File: src/rtl/core/isf_pkg.sv
// Shared types, constants and lookup functions for the Ising spin-flip step.
// No dependencies; imported by every module of the block.
package isf_pkg;

	localparam int SIDE_W = 6;
	localparam int LEN_W = 7;
	localparam int ADDR_W = 2 * SIDE_W;
	localparam int DEPTH = 1 << ADDR_W;
	localparam int DRAW_W = 17;
	localparam int DE_W = 27;
	localparam int CFG_IDX_W = 3;
	localparam int CFG_DATA_W = 24;

	localparam logic [LEN_W-1:0] MAX_SIDE = 7'd64;
	localparam logic [1:0] MAX_RADIUS = 2'd3;
	localparam logic [16:0] ACCEPT_SCALE = 17'd100000;
	localparam logic [32:0] X_LIMIT = 33'd786432;

	localparam logic [CFG_IDX_W-1:0] REG_SIDE = 3'd0;
	localparam logic [CFG_IDX_W-1:0] REG_RADIUS = 3'd1;
	localparam logic [CFG_IDX_W-1:0] REG_FIELD = 3'd2;
	localparam logic [CFG_IDX_W-1:0] REG_COUPLING = 3'd3;
	localparam logic [CFG_IDX_W-1:0] REG_BETA = 3'd4;

	localparam logic OP_WRITE = 1'b0;
	localparam logic OP_FLIP = 1'b1;

	typedef struct packed {
		logic              op;
		logic [SIDE_W-1:0] row;
		logic [SIDE_W-1:0] col;
		logic              spin;
		logic [DRAW_W-1:0] draw;
	} isf_item_t;

	// twice the neighbor count q
	function automatic logic [6:0] isf_q2(input logic [1:0] rad);
		case (rad)
			2'd1: isf_q2 = 7'd16;
			2'd2: isf_q2 = 7'd48;
			2'd3: isf_q2 = 7'd96;
			default: isf_q2 = 7'd16;
		endcase
	endfunction

	// 65536/(1+exp(k/2)), rounded
	function automatic logic [15:0] isf_logi(input logic [4:0] k);
		case (k)
			5'd0: isf_logi = 16'd32768;
			5'd1: isf_logi = 16'd24743;
			5'd2: isf_logi = 16'd17625;
			5'd3: isf_logi = 16'd11955;
			5'd4: isf_logi = 16'd7812;
			5'd5: isf_logi = 16'd4971;
			5'd6: isf_logi = 16'd3108;
			5'd7: isf_logi = 16'd1921;
			5'd8: isf_logi = 16'd1179;
			5'd9: isf_logi = 16'd720;
			5'd10: isf_logi = 16'd439;
			5'd11: isf_logi = 16'd267;
			5'd12: isf_logi = 16'd162;
			5'd13: isf_logi = 16'd98;
			5'd14: isf_logi = 16'd60;
			5'd15: isf_logi = 16'd36;
			5'd16: isf_logi = 16'd22;
			5'd17: isf_logi = 16'd13;
			5'd18: isf_logi = 16'd8;
			5'd19: isf_logi = 16'd5;
			5'd20: isf_logi = 16'd3;
			5'd21: isf_logi = 16'd2;
			5'd22: isf_logi = 16'd1;
			5'd23: isf_logi = 16'd1;
			default: isf_logi = 16'd0;
		endcase
	endfunction

endpackage

File: src/rtl/core/isf_front.sv
// Front end: accepts input transactions and reduces row/column modulo the side.
// Depends on isf_pkg.
module isf_front import isf_pkg::*; (
	input  logic              clk,
	input  logic              arst_n,
	input  logic              in_valid,
	output logic              in_stall,
	input  logic              operation,
	input  logic [SIDE_W-1:0] row,
	input  logic [SIDE_W-1:0] column,
	input  logic              spin_in,
	input  logic [DRAW_W-1:0] random_draw,
	input  logic [LEN_W-1:0]  len,
	output logic              push,
	output isf_item_t         push_item,
	input  logic              full
);

	typedef enum logic [2:0] {
		F_IDLE = 3'b001,
		F_MOD  = 3'b010,
		F_PUSH = 3'b100
	} fstate_t;

	fstate_t     state_q;
	isf_item_t   item_q;
	logic [LEN_W-1:0] rrem_q, crem_q;
	logic [2:0]  cnt_q;
	logic [LEN_W-1:0] rt, ct, rn, cn;

	// one restoring remainder step per cycle, row and column side by side
	always_comb begin
		rt = {rrem_q[SIDE_W-1:0], item_q.row[cnt_q]};
		ct = {crem_q[SIDE_W-1:0], item_q.col[cnt_q]};
		rn = (rt >= len) ? rt - len : rt;
		cn = (ct >= len) ? ct - len : ct;
	end

	assign in_stall = (state_q != F_IDLE);
	assign push = (state_q == F_PUSH) && !full;
	assign push_item = item_q;

	always_ff @(posedge clk or negedge arst_n) begin
		if (!arst_n) begin
			state_q <= F_IDLE;
			cnt_q <= 3'd0;
		end else begin
			case (state_q)
				F_IDLE: begin
					if (in_valid) begin
						state_q <= F_MOD;
						cnt_q <= 3'(SIDE_W - 1);
					end
				end
				F_MOD: begin
					if (cnt_q == 3'd0) state_q <= F_PUSH;
					else cnt_q <= cnt_q - 3'd1;
				end
				F_PUSH: begin
					if (!full) state_q <= F_IDLE;
				end
				default: state_q <= F_IDLE;
			endcase
		end
	end

	always_ff @(posedge clk) begin
		if (state_q == F_IDLE && in_valid) begin
			item_q.op <= operation;
			item_q.row <= row;
			item_q.col <= column;
			item_q.spin <= spin_in;
			item_q.draw <= random_draw;
			rrem_q <= '0;
			crem_q <= '0;
		end else if (state_q == F_MOD) begin
			rrem_q <= rn;
			crem_q <= cn;
			if (cnt_q == 3'd0) begin
				item_q.row <= rn[SIDE_W-1:0];
				item_q.col <= cn[SIDE_W-1:0];
			end
		end
	end

endmodule

File: config.mk
export PLATFORM = sky130hd
export DESIGN_NAME = isf_front
export DESIGN_NICKNAME = d
export VERILOG_FILES = /design/src/rtl/core/isf_pkg.sv /design/src/rtl/core/isf_front.sv
export SDC_FILE = /design/constraint.sdc
export NUM_CORES = 1
export LEC_CHECK = 0
export ABC_AREA = 1
export BUFFER_PORTS_ARGS = -buffer_cell sky130_fd_sc_hd__buf_2
export CAP_MARGIN = 0
export CORE_UTILIZATION = 50
export CTS_CLUSTER_DIAMETER = 120
export DETAILED_ROUTE_END_ITERATION = 6
export PLACE_DENSITY = 0.85
export RECOVER_POWER = 50
export SYNTH_ARGS = -nofsm -noshare
export SYNTH_HDL_FRONTEND = slang
export SYNTH_SLANG_ARGS = --single-unit
File: constraint.sdc
create_clock -name clk -period 4.62 [get_ports clk]
set_clock_uncertainty 0.15 [all_clocks]
set_input_delay 0.924 -clock clk [delete_from_list [all_inputs] [get_ports clk]]
set_output_delay 0.924 -clock clk [all_outputs]
set_load 0.1 [all_outputs]
==> results.sh <==
export IMPL_outcome="completed"
export IMPL_layout_cells_most_common_list="136 x nand2_1, 73 x inv_1, 44 x buf_2"
export IMPL_synth_top_area_share_pct=31.5
export IMPL_fin_crit_sh_pct=60.1
export IMPL_yosysWarnings=0
export IMPL_grt_pass1_vias=2308
export IMPL_period_needed_ns=2.78
export IMPL_yosysSeqAreaShare_pct=44.8
export IMPL_setup_tns_ns=0
export IMPL_critPathMaxFanout=12
export IMPL_htreeDepth=2
export IMPL_clock_sinks=49
export IMPL_synth_seq_cells=49
export IMPL_cpMaxStageDelayCell="dfrtp_1"
export IMPL_ir_worst_vdd_mv=0.463
export IMPL_post_cts_setup_buffers=0
export IMPL_relSlewSlack_pct=19.6
export IMPL_diodes=0
export IMPL_critical_path_max_stage_delay_ns=0.56
export IMPL_rsz0062_at_grt="no"
export IMPL_grt_pass1_wl_mm=10.2
export IMPL_seq_power_share_pct=28.1
export IMPL_cp_start_kind="register"
export IMPL_antenna_found_initial=0
export IMPL_synth_area_per_cell_um2=7.79
export IMPL_die_w_um=78.9
export IMPL_final_common_cell="nand2_1"
export IMPL_path_common_cell="nand2_1"
export IMPL_area_growth_pct=16.4
export IMPL_clkTransAtPathRegs_ns=0.10
export IMPL_synth_cells=379
export IMPL_worstPathCellList="nor2_1, nor2_1, o21a_1, inv_1, nand2_1, inv_1, ha_1, nand2_1, nor2_1, nand3_1, nand3_2, inv_1, nand2_1, nand2_1, nand2_1, nand2_1"
export IMPL_finalHoldWorstSlack_ns=0.332
export IMPL_start_util_pct=52.7
export IMPL_wire_per_inst_um=12.2
export IMPL_cts_buffers=5
export IMPL_drc=0
export IMPL_antenna_left=0
export IMPL_synth_flop_cell="edfxtp_1"
export IMPL_pwr_share_clk_pct=11.6
export IMPL_setup_viol=0
export IMPL_gp_congestion=0.891
export IMPL_grt_max_degree=34
export IMPL_cap_violations=0
export IMPL_hold_buffers=0
export IMPL_p_comb_share_pct=60.4
export IMPL_swShare_pct=55.3
export IMPL_grt_overflow=0
export IMPL_ys_top_cells_by_area="edfxtp_1 32%, nand2_1 17%, inv_1 9.3%"
export IMPL_syn_area_um2=2950
export IMPL_clockBufferDepth=2
export IMPL_required_ns=4.53
export IMPL_yosysTopAreaCell="edfxtp_1"
export IMPL_hold_path_class="in -> async"
export IMPL_die_h_um=78.9
export IMPL_num_vias=2580
export IMPL_drt_pre_antenna_iters=5
export IMPL_wl_mm=6.44
export IMPL_io_buffer_count=74
export IMPL_cp_arrival_ns=2.69
export IMPL_power_density_nw_per_um2=782
export IMPL_intPower_mw=1.20
export IMPL_ys_async_sr_fraction_pct=12.2
export IMPL_tightest_slew_ns=1.21
export IMPL_core_area_um2=5610
export IMPL_floorplan_io_pins=75
export IMPL_track_usage_pct=21.3
export IMPL_cts_tree="built"
export IMPL_cts_resized=0
export IMPL_rows=27
export IMPL_drtIter0Drc=265
export IMPL_synth_edf_count=31
export IMPL_dieArea_um2=6220
export IMPL_clockRootBuffer="clkbuf_8"
export IMPL_nNetsFinal=515
export IMPL_hpwl_mm=4.92
export IMPL_synth_cell_types=32
export IMPL_insertion_delay_ns=0.30
export IMPL_crit_path_end_kind="register"
export IMPL_critPathKind="reg -> reg"
export IMPL_fmax_mhz=360
export IMPL_viasPerCell=4.90
export IMPL_synth_net_count=441
export IMPL_final_hold_violation_count=0
export IMPL_power_switching_mw=1.49
export IMPL_leakage_nw=1.87
export IMPL_final_max_slew_viol_count=0
export IMPL_drive_above_1_share_pct=15.0
[synth_stat cells, types with 4 or more instances]
cell type / number
nand2_1: 136
inv_1: 73
edfxtp_1: 31
nand3_1: 24
nor2_1: 20
ha_1: 18
o21ai_0: 13
dfxtp_1: 12
nand2_2: 6
dfrtp_1: 5
buf_4: 4
nand4_1: 4
xor2_1: 4
[per-stage QoR]
step           util, %  cells  power (mW)  cell area (um2)  setup slack [ns]
2_1_floorplan        -    379        2.12             2950              1.37
3_3_place_gp      60.0    518        2.35             3360              1.83
3_5_place_dp      60.0    518        2.38             3360              1.81
4_1_cts           62.0    526        2.69             3480              1.89
5_1_grt           61.3    526        2.88             3440              1.56
6_report          61.3    526        2.69             3440              1.84
[sequential cells by signal, indices dropped and copies added (netlist names)]
name and count:
state_q 3, cnt_q 3, crem_q 6, push_item 31, rrem_q 6
[cell type report]
| type | instances | area (um2) |
|---|---|---|
| Fill cell | 501 | 2170 |
| Sequential cell | 49 | 1320 |
| Multi-Input combinational cell | 248 | 1300 |
| Timing Repair Buffer | 74 | 333 |
| Inverter | 75 | 282 |
| Tap cell | 72 | 90.1 |
| Clock buffer | 5 | 68.8 |
| Clock inverter | 3 | 43.8 |
[power groups by stage]
stage / clock (mW) / combinational (mW) / sequential (mW)
after floorplan: 0 / 0.868 / 1.25
after global placement: 0 / 1.59 / 0.754
after detailed placement: 0 / 1.62 / 0.759
after CTS: 0.310 / 1.63 / 0.750
after global routing: 0.330 / 1.78 / 0.767
final: 0.311 / 1.62 / 0.754
[worst paths after layout]
path	start	end	slack, ns	depth (start not counted)
min reg2reg	cnt_q[2]	cnt_q[2]	0.37	2
min	arst_n	state_q[2]	0.33	1
max reg2reg	cnt_q[0]	push_item[27]	1.84	16
max in group asynchronous	arst_n	state_q[0]	3.69	1
max	cnt_q[0]	push_item[27]	1.84	16
min in group clk	cnt_q[2]	cnt_q[2]	0.37	2
[logic make-up (layout without fill, tap and decap cells)]
logic type,after synthesis,after routing,synth area share (%)
AO/OA/AOI/OAI,24,24,4.53
buffers and inverters,82,157,11.3
flip-flops,49,49,44.8
XOR/XNOR,6,6,1.78
AND/OR/NAND/NOR,198,198,28.7
adder cells (fa/ha/maj),20,20,8.98
[layer usage]
metal | vias to the layer above | GRT usage, % | part of all wire, %
li1 | 1319 | - | -
met1 | 1173 | 26.5 | 44
met2 | 82 | 37.3 | 50
met3 | 6 | 4.02 | 4.8
met4 | 0 | 6.73 | 1.2
met5 | - | 0 | 0
[worst max-delay path: cells and delay by family (launching register included)]
family,cells,cell delay [ns]
AOI/OAI and AO/OA,1,0.13
DFF,1,0.56
and+or+nand+nor,11,1.15
adders and majority gates,1,0.29
buffers and inverters,3,0.25
No activity file was read; power rests on OpenSTA's default activity.
