<file path="src/rtl/core/isf_pkg.sv">
// Shared types, constants and lookup functions for the Ising spin-flip step.
// No dependencies; imported by every module of the block.
package isf_pkg;

	localparam int SIDE_W = 6;
	localparam int LEN_W = 7;
	localparam int ADDR_W = 2 * SIDE_W;
	localparam int DEPTH = 1 << ADDR_W;
	localparam int DRAW_W = 17;
	localparam int DE_W = 27;
	localparam int CFG_IDX_W = 3;
	localparam int CFG_DATA_W = 24;

	localparam logic [LEN_W-1:0] MAX_SIDE = 7'd64;
	localparam logic [1:0] MAX_RADIUS = 2'd3;
	localparam logic [16:0] ACCEPT_SCALE = 17'd100000;
	localparam logic [32:0] X_LIMIT = 33'd786432;

	localparam logic [CFG_IDX_W-1:0] REG_SIDE = 3'd0;
	localparam logic [CFG_IDX_W-1:0] REG_RADIUS = 3'd1;
	localparam logic [CFG_IDX_W-1:0] REG_FIELD = 3'd2;
	localparam logic [CFG_IDX_W-1:0] REG_COUPLING = 3'd3;
	localparam logic [CFG_IDX_W-1:0] REG_BETA = 3'd4;

	localparam logic OP_WRITE = 1'b0;
	localparam logic OP_FLIP = 1'b1;

	typedef struct packed {
		logic              op;
		logic [SIDE_W-1:0] row;
		logic [SIDE_W-1:0] col;
		logic              spin;
		logic [DRAW_W-1:0] draw;
	} isf_item_t;

	// twice the neighbor count q
	function automatic logic [6:0] isf_q2(input logic [1:0] rad);
		case (rad)
			2'd1: isf_q2 = 7'd16;
			2'd2: isf_q2 = 7'd48;
			2'd3: isf_q2 = 7'd96;
			default: isf_q2 = 7'd16;
		endcase
	endfunction

	// 65536/(1+exp(k/2)), rounded
	function automatic logic [15:0] isf_logi(input logic [4:0] k);
		case (k)
			5'd0: isf_logi = 16'd32768;
			5'd1: isf_logi = 16'd24743;
			5'd2: isf_logi = 16'd17625;
			5'd3: isf_logi = 16'd11955;
			5'd4: isf_logi = 16'd7812;
			5'd5: isf_logi = 16'd4971;
			5'd6: isf_logi = 16'd3108;
			5'd7: isf_logi = 16'd1921;
			5'd8: isf_logi = 16'd1179;
			5'd9: isf_logi = 16'd720;
			5'd10: isf_logi = 16'd439;
			5'd11: isf_logi = 16'd267;
			5'd12: isf_logi = 16'd162;
			5'd13: isf_logi = 16'd98;
			5'd14: isf_logi = 16'd60;
			5'd15: isf_logi = 16'd36;
			5'd16: isf_logi = 16'd22;
			5'd17: isf_logi = 16'd13;
			5'd18: isf_logi = 16'd8;
			5'd19: isf_logi = 16'd5;
			5'd20: isf_logi = 16'd3;
			5'd21: isf_logi = 16'd2;
			5'd22: isf_logi = 16'd1;
			5'd23: isf_logi = 16'd1;
			default: isf_logi = 16'd0;
		endcase
	endfunction

endpackage

</file>
<file path="src/rtl/core/isf_queue.sv">
// Two-entry queue between front end and back end.
// Depends on isf_pkg.
module isf_queue import isf_pkg::*; (
	input  logic      clk,
	input  logic      arst_n,
	input  logic      push,
	input  isf_item_t push_item,
	output logic      full,
	input  logic      pop,
	output isf_item_t pop_item,
	output logic      empty
);

	isf_item_t  ent_q [2];
	logic       wptr_q, rptr_q;
	logic [1:0] cnt_q;

	assign full = (cnt_q == 2'd2);
	assign empty = (cnt_q == 2'd0);
	assign pop_item = ent_q[rptr_q];

	always_ff @(posedge clk or negedge arst_n) begin
		if (!arst_n) begin
			wptr_q <= 1'b0;
			rptr_q <= 1'b0;
			cnt_q <= 2'd0;
		end else begin
			if (push) wptr_q <= ~wptr_q;
			if (pop) rptr_q <= ~rptr_q;
			if (push && !pop) cnt_q <= cnt_q + 2'd1;
			else if (pop && !push) cnt_q <= cnt_q - 2'd1;
		end
	end

	always_ff @(posedge clk) begin
		if (push) ent_q[wptr_q] <= push_item;
	end

endmodule

</file>
<file path="config.mk">
export PLATFORM = sky130hd
export DESIGN_NAME = isf_queue
export DESIGN_NICKNAME = d
export VERILOG_FILES = /design/src/rtl/core/isf_pkg.sv /design/src/rtl/core/isf_queue.sv
export SDC_FILE = /design/constraint.sdc
export NUM_CORES = 1
export LEC_CHECK = 0
export ABC_AREA = 1
export BUFFER_PORTS_ARGS = -buffer_cell sky130_fd_sc_hd__buf_4
export CAP_MARGIN = 20
export CORE_MARGIN = 1.5
export CORE_UTILIZATION = 45
export DETAILED_ROUTE_END_ITERATION = 6
export GPL_ROUTABILITY_DRIVEN = 0
export PLACE_DENSITY = 0.7
export REMOVE_ABC_BUFFERS = 1
export SLEW_MARGIN = 30
export SYNTH_ARGS = -nofsm -noshare
export SYNTH_HDL_FRONTEND = slang
export SYNTH_SLANG_ARGS = --single-unit
</file>
<file path="constraint.sdc">
create_clock -name clk -period 2.41 [get_ports clk]
set_input_delay 0.241 -clock clk [delete_from_list [all_inputs] [get_ports clk]]
set_output_delay 0.241 -clock clk [all_outputs]
set_load 0.02 [all_outputs]
</file>
==> flow_metrics.env, run 1 <==
export IMPL_reg2reg_depth=3
export IMPL_r2r_end="ent_q[1][0]"
export IMPL_synthArstFlopShare_pct=6.061
export IMPL_path_max_fanout=20
export IMPL_totalWireLength_um=4159
export IMPL_crit_required_ns=2.17
export IMPL_yosysSeqAreaShare_pct=75.53
export IMPL_grt_max_degree=25
export IMPL_fillCellCount=452
export IMPL_start_util_pct=46.88
export IMPL_cts_htree_levels=3
export IMPL_worstMarginPinSlew_ns=0.6170
export IMPL_period_share_pct=89.31
export IMPL_grt_pass1_vias=1354
export IMPL_dr_pass1_iters=3
export IMPL_p_comb_share_pct=35.9
export IMPL_wl_per_cell_um=15.01
export IMPL_fp_dieArea_sq_mm=0.006237
export IMPL_grt_total_usage_pct=14.62
export IMPL_hold_violations=0
export IMPL_overflow=0
export IMPL_fin_tns_setup_ns=0
export IMPL_first_iter_violations=58
export IMPL_yosysMostFrequentCell="edfxtp_1"
export IMPL_crit_path_start_kind="flip-flop"
export IMPL_cts_root_buf="clkbuf_8"
export IMPL_synth_common_cells="edfxtp_1 (62), mux2_4 (29), inv_1 (7), nand2_1 (5), dfrtp_1 (4)"
export IMPL_ys_ff_latch=66
export IMPL_vias=1284
export IMPL_antenna_found_initial=0
export IMPL_relSlewSlack_pct=58.87
export IMPL_cts_setup_buffers=0
export IMPL_total_power_mw=3.959
export IMPL_ir_worst_vdd_mv=0.6477
export IMPL_worstHoldStart="pop"
export IMPL_drt_vias_per_instance=4.635
export IMPL_outcome="finished clean"
export IMPL_p_int_mw=2.740
export IMPL_hpwl_um=2914
export IMPL_seqPwrFrac_pct=42.8
export IMPL_power_switching_mw=1.220
export IMPL_numCtsBuffers=9
export IMPL_synth_ff_type="edfxtp_1"
export IMPL_synthCells=122
export IMPL_crit_path_start="rptr_q"
export IMPL_skew_ns=0.006277
export IMPL_rrSetupSlack_ns=0.91
export IMPL_drive_gt1_share_pct=57.56
export IMPL_fp_row_count=27
export IMPL_swShare_pct=30.81
export IMPL_antenna_left=0
export IMPL_fmax_ghz=0.4646
export IMPL_cts_path_max_buffers=2
export IMPL_powerDensity_mw_per_mm2=1182
export IMPL_hold_slack_ns=0.09152
export IMPL_cts_num_sinks=66
export IMPL_drc=0
export IMPL_cap_violations=0
export IMPL_clk_pin_slew_ns=0.07
export IMPL_synth_edf_count=62
export IMPL_syn_area_sq_mm=0.002597
export IMPL_rsz0062_at_grt="false"
export IMPL_insertion_delay_ns=0.32
export IMPL_io_buffer_count=67
export IMPL_drv_slew=0
export IMPL_antenna_cells=0
export IMPL_die_h_um=78.98
export IMPL_cts_tree="yes"
export IMPL_yosys_area_top_type="edfxtp_1"
export IMPL_yosysTopAreaCellShare_pct=71.68
export IMPL_die_w_um=78.98
export IMPL_r2r_start="wptr_q"
export IMPL_io_pins=68
export IMPL_end_kind="output port"
export IMPL_core_area_sq_mm=0.005540
export IMPL_synth_area_top_cells="edfxtp_1 (72%), mux2_4 (17%), dfrtp_1 (3.9%)"
export IMPL_crit_type="reg -> out"
export IMPL_syn2layout_area_growth_pct=29.00
export IMPL_p_leak_nw=1.387
export IMPL_grt_pass1_wl_um=6499
export IMPL_cp_data_arrival_time_ns=1.91
export IMPL_yosysUniqueCellTypes=14
export IMPL_yosysWarnings=0
export IMPL_clock_power_share_pct=21.3
export IMPL_min_period_ns=2.152
export IMPL_setup_viol=0
export IMPL_syn_area_per_cell_sq_um=21.29
export IMPL_nNetsFinal=237
export IMPL_critPathCapture="pop_item[23]"
export IMPL_hold_class="in -> reg"
[power by group through the flow]
stage / logic [mW] / clock network (mW) / registers (mW)
floorplan: 0.893 / 0 / 1.72
CTS: 1.44 / 0.869 / 1.70
global placement: 1.42 / 0 / 1.70
finish: 1.42 / 0.844 / 1.69
global route: 1.50 / 0.922 / 1.73
detailed placement: 1.43 / 0 / 1.73
[cells in the final DEF, fill, tap and decap left out, drive strengths merged]
cell type,synthesis,final
dlygate4sd3,0,1
bufinv,0,1
nand4,1,1
dfrtp,4,4
nor2,3,3
xor2,2,2
edfxtp,62,62
clkinv,0,3
xnor2,1,1
nand2,5,5
ha,1,1
nand3,1,1
mux2,31,31
buf,4,71
clkbuf,0,9
inv,7,7
clkinvlp,0,2
[worst min-delay path by stage]
stage / slack, ns / endpoint / depth (start not counted)
floorplan: -0.05 / cnt_q[0] / 0
global placement: 0.04 / cnt_q[1] / 1
detailed placement: 0.04 / cnt_q[1] / 1
CTS: 0.07 / rptr_q / 2
global route: 0.07 / rptr_q / 2
finish: 0.09 / rptr_q / 2
[through the flow]
stage / worst slack [ns] / area [sq um] / utilization, % / std cells
after floorplan: 0.2668 / 2526 / - / 118
after global placement: 0.6307 / 3158 / 57.00 / 261
after detailed placement: 0.5857 / 3158 / 57.00 / 261
after CTS: 0.2073 / 3351 / 60.48 / 277
after global routing: 0.1782 / 3351 / 60.48 / 277
final: 0.2576 / 3351 / 60.48 / 277
[logic make-up after synthesis]
kind of cell	share of synthesized area (%)
simple gates	1.590
xor+xnor	1.012
buf+inv	3.757
mux	17.63
flops	75.53
fa+ha+maj	0.4816
[sequential cells by signal, summed over array words and instances, names as in the netlist]
signal  count
cnt_q       2
ent_q      62
wptr_q      1
rptr_q      1
[metal layers]
layer	track usage [%]	vias up	wire (um)
met5	0	-	0
met4	7.895	0	34
met3	5.287	4	274
met2	23.76	47	2189
met1	16.85	619	1661
li1	-	614	-
[critical path, cell delays in order, from the launching register on]
cell	delay (ns)
dfrtp_2	0.77
buf_4	0.30
mux2_2	0.35
buf_4	0.16
[final cells by class]
| class | instances | area (sq um) | area share, % |
|---|---|---|---|
| Inverter | 7 | 26.28 | 0.7842 |
| Clock inverter | 6 | 58.81 | 1.755 |
| Timing Repair Buffer | 72 | 543.0 | 16.21 |
| Multi-Input combinational cell | 45 | 545.5 | 16.28 |
| Tap cell | 72 | 90.09 | 2.689 |
| Clock buffer | 9 | 123.9 | 3.697 |
| Sequential cell | 66 | 1963 | 58.59 |
[repair_timing]
| item | in CTS | in global routing |
|---|---|---|
| endpoints found under the setup margin | 0 | 0 |
| endpoints found under the hold margin | 4 | 0 |
| hold buffers | 1 | 0 |
| gates resized for setup | 0 | 0 |
Power figures use the tool's default switching activity.
==> run 2: changes to the inputs <==
--- a/config.mk
+++ b/config.mk
@@ -9,10 +9,10 @@
 export BUFFER_PORTS_ARGS = -buffer_cell sky130_fd_sc_hd__buf_4
 export CAP_MARGIN = 20
 export CORE_MARGIN = 1.5
-export CORE_UTILIZATION = 45
+export CORE_UTILIZATION = 50
 export DETAILED_ROUTE_END_ITERATION = 6
 export GPL_ROUTABILITY_DRIVEN = 0
-export PLACE_DENSITY = 0.7
+export PLACE_DENSITY = 0.76
 export REMOVE_ABC_BUFFERS = 1
 export SLEW_MARGIN = 30
 export SYNTH_ARGS = -nofsm -noshare
==> flow_metrics.env, run 2 (synthesis results as in run 1) <==
export IMPL_outcome="finished clean"
export IMPL_setup_viol=0
export IMPL_drive_gt1_share_pct=57.77
export IMPL_cts_root_buf="clkbuf_8"
export IMPL_power_switching_mw=1.231
export IMPL_path_max_fanout=15
export IMPL_crit_top_cell="buf_4"
export IMPL_drv_slew=0
export IMPL_clock_power_share_pct=21.2
export IMPL_cts_tree="yes"
export IMPL_p_int_mw=2.777
export IMPL_insertion_delay_ns=0.32
export IMPL_reg_top3="ent_q x62, cnt_q x2"
export IMPL_fp_dieArea_sq_mm=0.005636
export IMPL_grt_pass1_vias=1295
export IMPL_final_common_cell="buf_4"
export IMPL_ir_worst_vdd_mv=0.5643
export IMPL_fillCellCount=344
export IMPL_powerDensity_mw_per_mm2=1187
export IMPL_worstMarginPinSlew_ns=0.4552
export IMPL_first_iter_violations=114
export IMPL_rsz0062_at_grt="false"
export IMPL_io_pins=68
export IMPL_antenna_left=0
export IMPL_numCtsBuffers=9
export IMPL_cts_htree_levels=3
export IMPL_die_w_um=75.08
export IMPL_nNetsFinal=237
export IMPL_cts_resized=0
export IMPL_largest_register_ffs=62
export IMPL_stdcell_area_sq_mm=0.003376
export IMPL_antenna_cells=0
export IMPL_final_util_pct=66.95
export IMPL_max_stage_delay_ns=0.66
export IMPL_crit_required_ns=2.17
export IMPL_regMostFlops="ent_q"
export IMPL_cts_path_max_buffers=2
export IMPL_min_period_ns=1.968
export IMPL_cp_data_arrival_time_ns=1.73
export IMPL_clk_pin_slew_ns=0.06
export IMPL_rrSetupSlack_ns=0.99
export IMPL_hold_path_endpoint="rptr_q"
export IMPL_crit_path_start_kind="flip-flop"
export IMPL_vias=1321
export IMPL_syn2layout_area_growth_pct=29.96
export IMPL_min_delay_path_depth=2
export IMPL_cts_setup_buffers=0
export IMPL_totalWireLength_um=4154
export IMPL_p_leak_nw=1.403
export IMPL_hold_class="in -> reg"
export IMPL_die_h_um=75.08
export IMPL_fin_tns_setup_ns=0
export IMPL_dr_pass1_iters=4
export IMPL_r2r_start="wptr_q"
export IMPL_fmax_ghz=0.5080
export IMPL_skew_ns=0.004325
export IMPL_grt_max_degree=24
export IMPL_wl_per_cell_um=15.05
export IMPL_antenna_found_initial=0
export IMPL_crit_type="reg -> out"
export IMPL_grt_pass1_wl_um=6016
export IMPL_path_delay_family="flip-flops"
export IMPL_crit_buf_inv=2
export IMPL_end_kind="output port"
export IMPL_core_area_sq_mm=0.005042
export IMPL_start_util_pct=51.51
export IMPL_seqPwrFrac_pct=41.8
export IMPL_hpwl_um=3011
export IMPL_reg2reg_depth=2
export IMPL_final_cell_mix="buf_4 (69), edfxtp_1 (62), mux2_4 (29), clkbuf_8 (9), inv_1 (7)"
export IMPL_cts_hold_fix_buffers=1
export IMPL_relSlewSlack_pct=69.65
export IMPL_crit_slowest_cell="dfrtp_2"
export IMPL_cap_violations=0
export IMPL_hold_violations=0
export IMPL_period_share_pct=81.68
export IMPL_overflow=0
export IMPL_grt_total_usage_pct=15.31
export IMPL_drc=0
export IMPL_crit_chain="buf_4 > mux2_4 > buf_4"
export IMPL_fp_row_count=26
export IMPL_swShare_pct=30.71
export IMPL_r2r_end="ent_q[0][0]"
export IMPL_total_power_mw=4.008
export IMPL_drt_vias_per_instance=4.786
export IMPL_worstHoldStart="pop"
export IMPL_cts_num_sinks=66
export IMPL_p_comb_share_pct=37.0
export IMPL_io_buffer_count=67
export IMPL_dpl_cell_area_sq_mm=0.003181
## run 2: area by class of cell
class	count	area, sq um	area share [%]
well taps	70	87.58	2.595
multi-input cells	45	545.5	16.16
repair buffers	72	568.0	16.83
clock inverters	6	57.56	1.705
flip-flops and latches	66	1963	58.15
inverters	7	26.28	0.7784
clock buffers	10	127.6	3.781
## run 2: per-stage QoR
stage,hold slack (ns),setup slack (ns),instances
2_1_floorplan,-0.05459,0.2668,118
3_3_place_gp,0.03849,0.8051,259
3_5_place_dp,0.04428,0.7700,259
4_1_cts,0.08421,0.4140,276
5_1_grt,0.06961,0.3535,276
6_report,0.09656,0.4416,276
## run 2: layer usage
layer  track usage (%)  part of all wire [%]  up-vias
met5                 0                     0        -
met4             7.475                   1.1        0
met3             5.221                   5.5        6
met2             26.55                    53       43
met1             16.80                    40      657
li1                  -                     -      615
## run 2: worst max-delay path by stage
| stage | startpoint | to | slack, ns | depth (start not counted) |
|---|---|---|---|---|
| after floorplan | wptr_q | ent_q[0][0] | 0.27 | 1 |
| after global placement | rptr_q | pop_item[6] | 0.81 | 3 |
| after detailed placement | rptr_q | pop_item[6] | 0.77 | 3 |
| after CTS | rptr_q | pop_item[6] | 0.41 | 3 |
| after global routing | rptr_q | pop_item[17] | 0.35 | 3 |
| final | rptr_q | pop_item[17] | 0.44 | 3 |
## run 2: power by group through the flow
stage | sequential, mW | combinational (mW) | clock (mW)
floorplan | 1.72 | 0.893 | 0
global placement | 1.68 | 1.46 | 0
detailed placement | 1.70 | 1.50 | 0
CTS | 1.68 | 1.50 | 0.869
global route | 1.70 | 1.56 | 0.919
finish | 1.67 | 1.48 | 0.851
## run 2: worst register-to-register path, delay by kind of cell, from the launching register on
| family | cells | cell delay, ns |
|---|---|---|
| DFF | 1 | 0.43 |
| buffers and inverters | 1 | 0.38 |
| and+or+nand+nor | 1 | 0.28 |
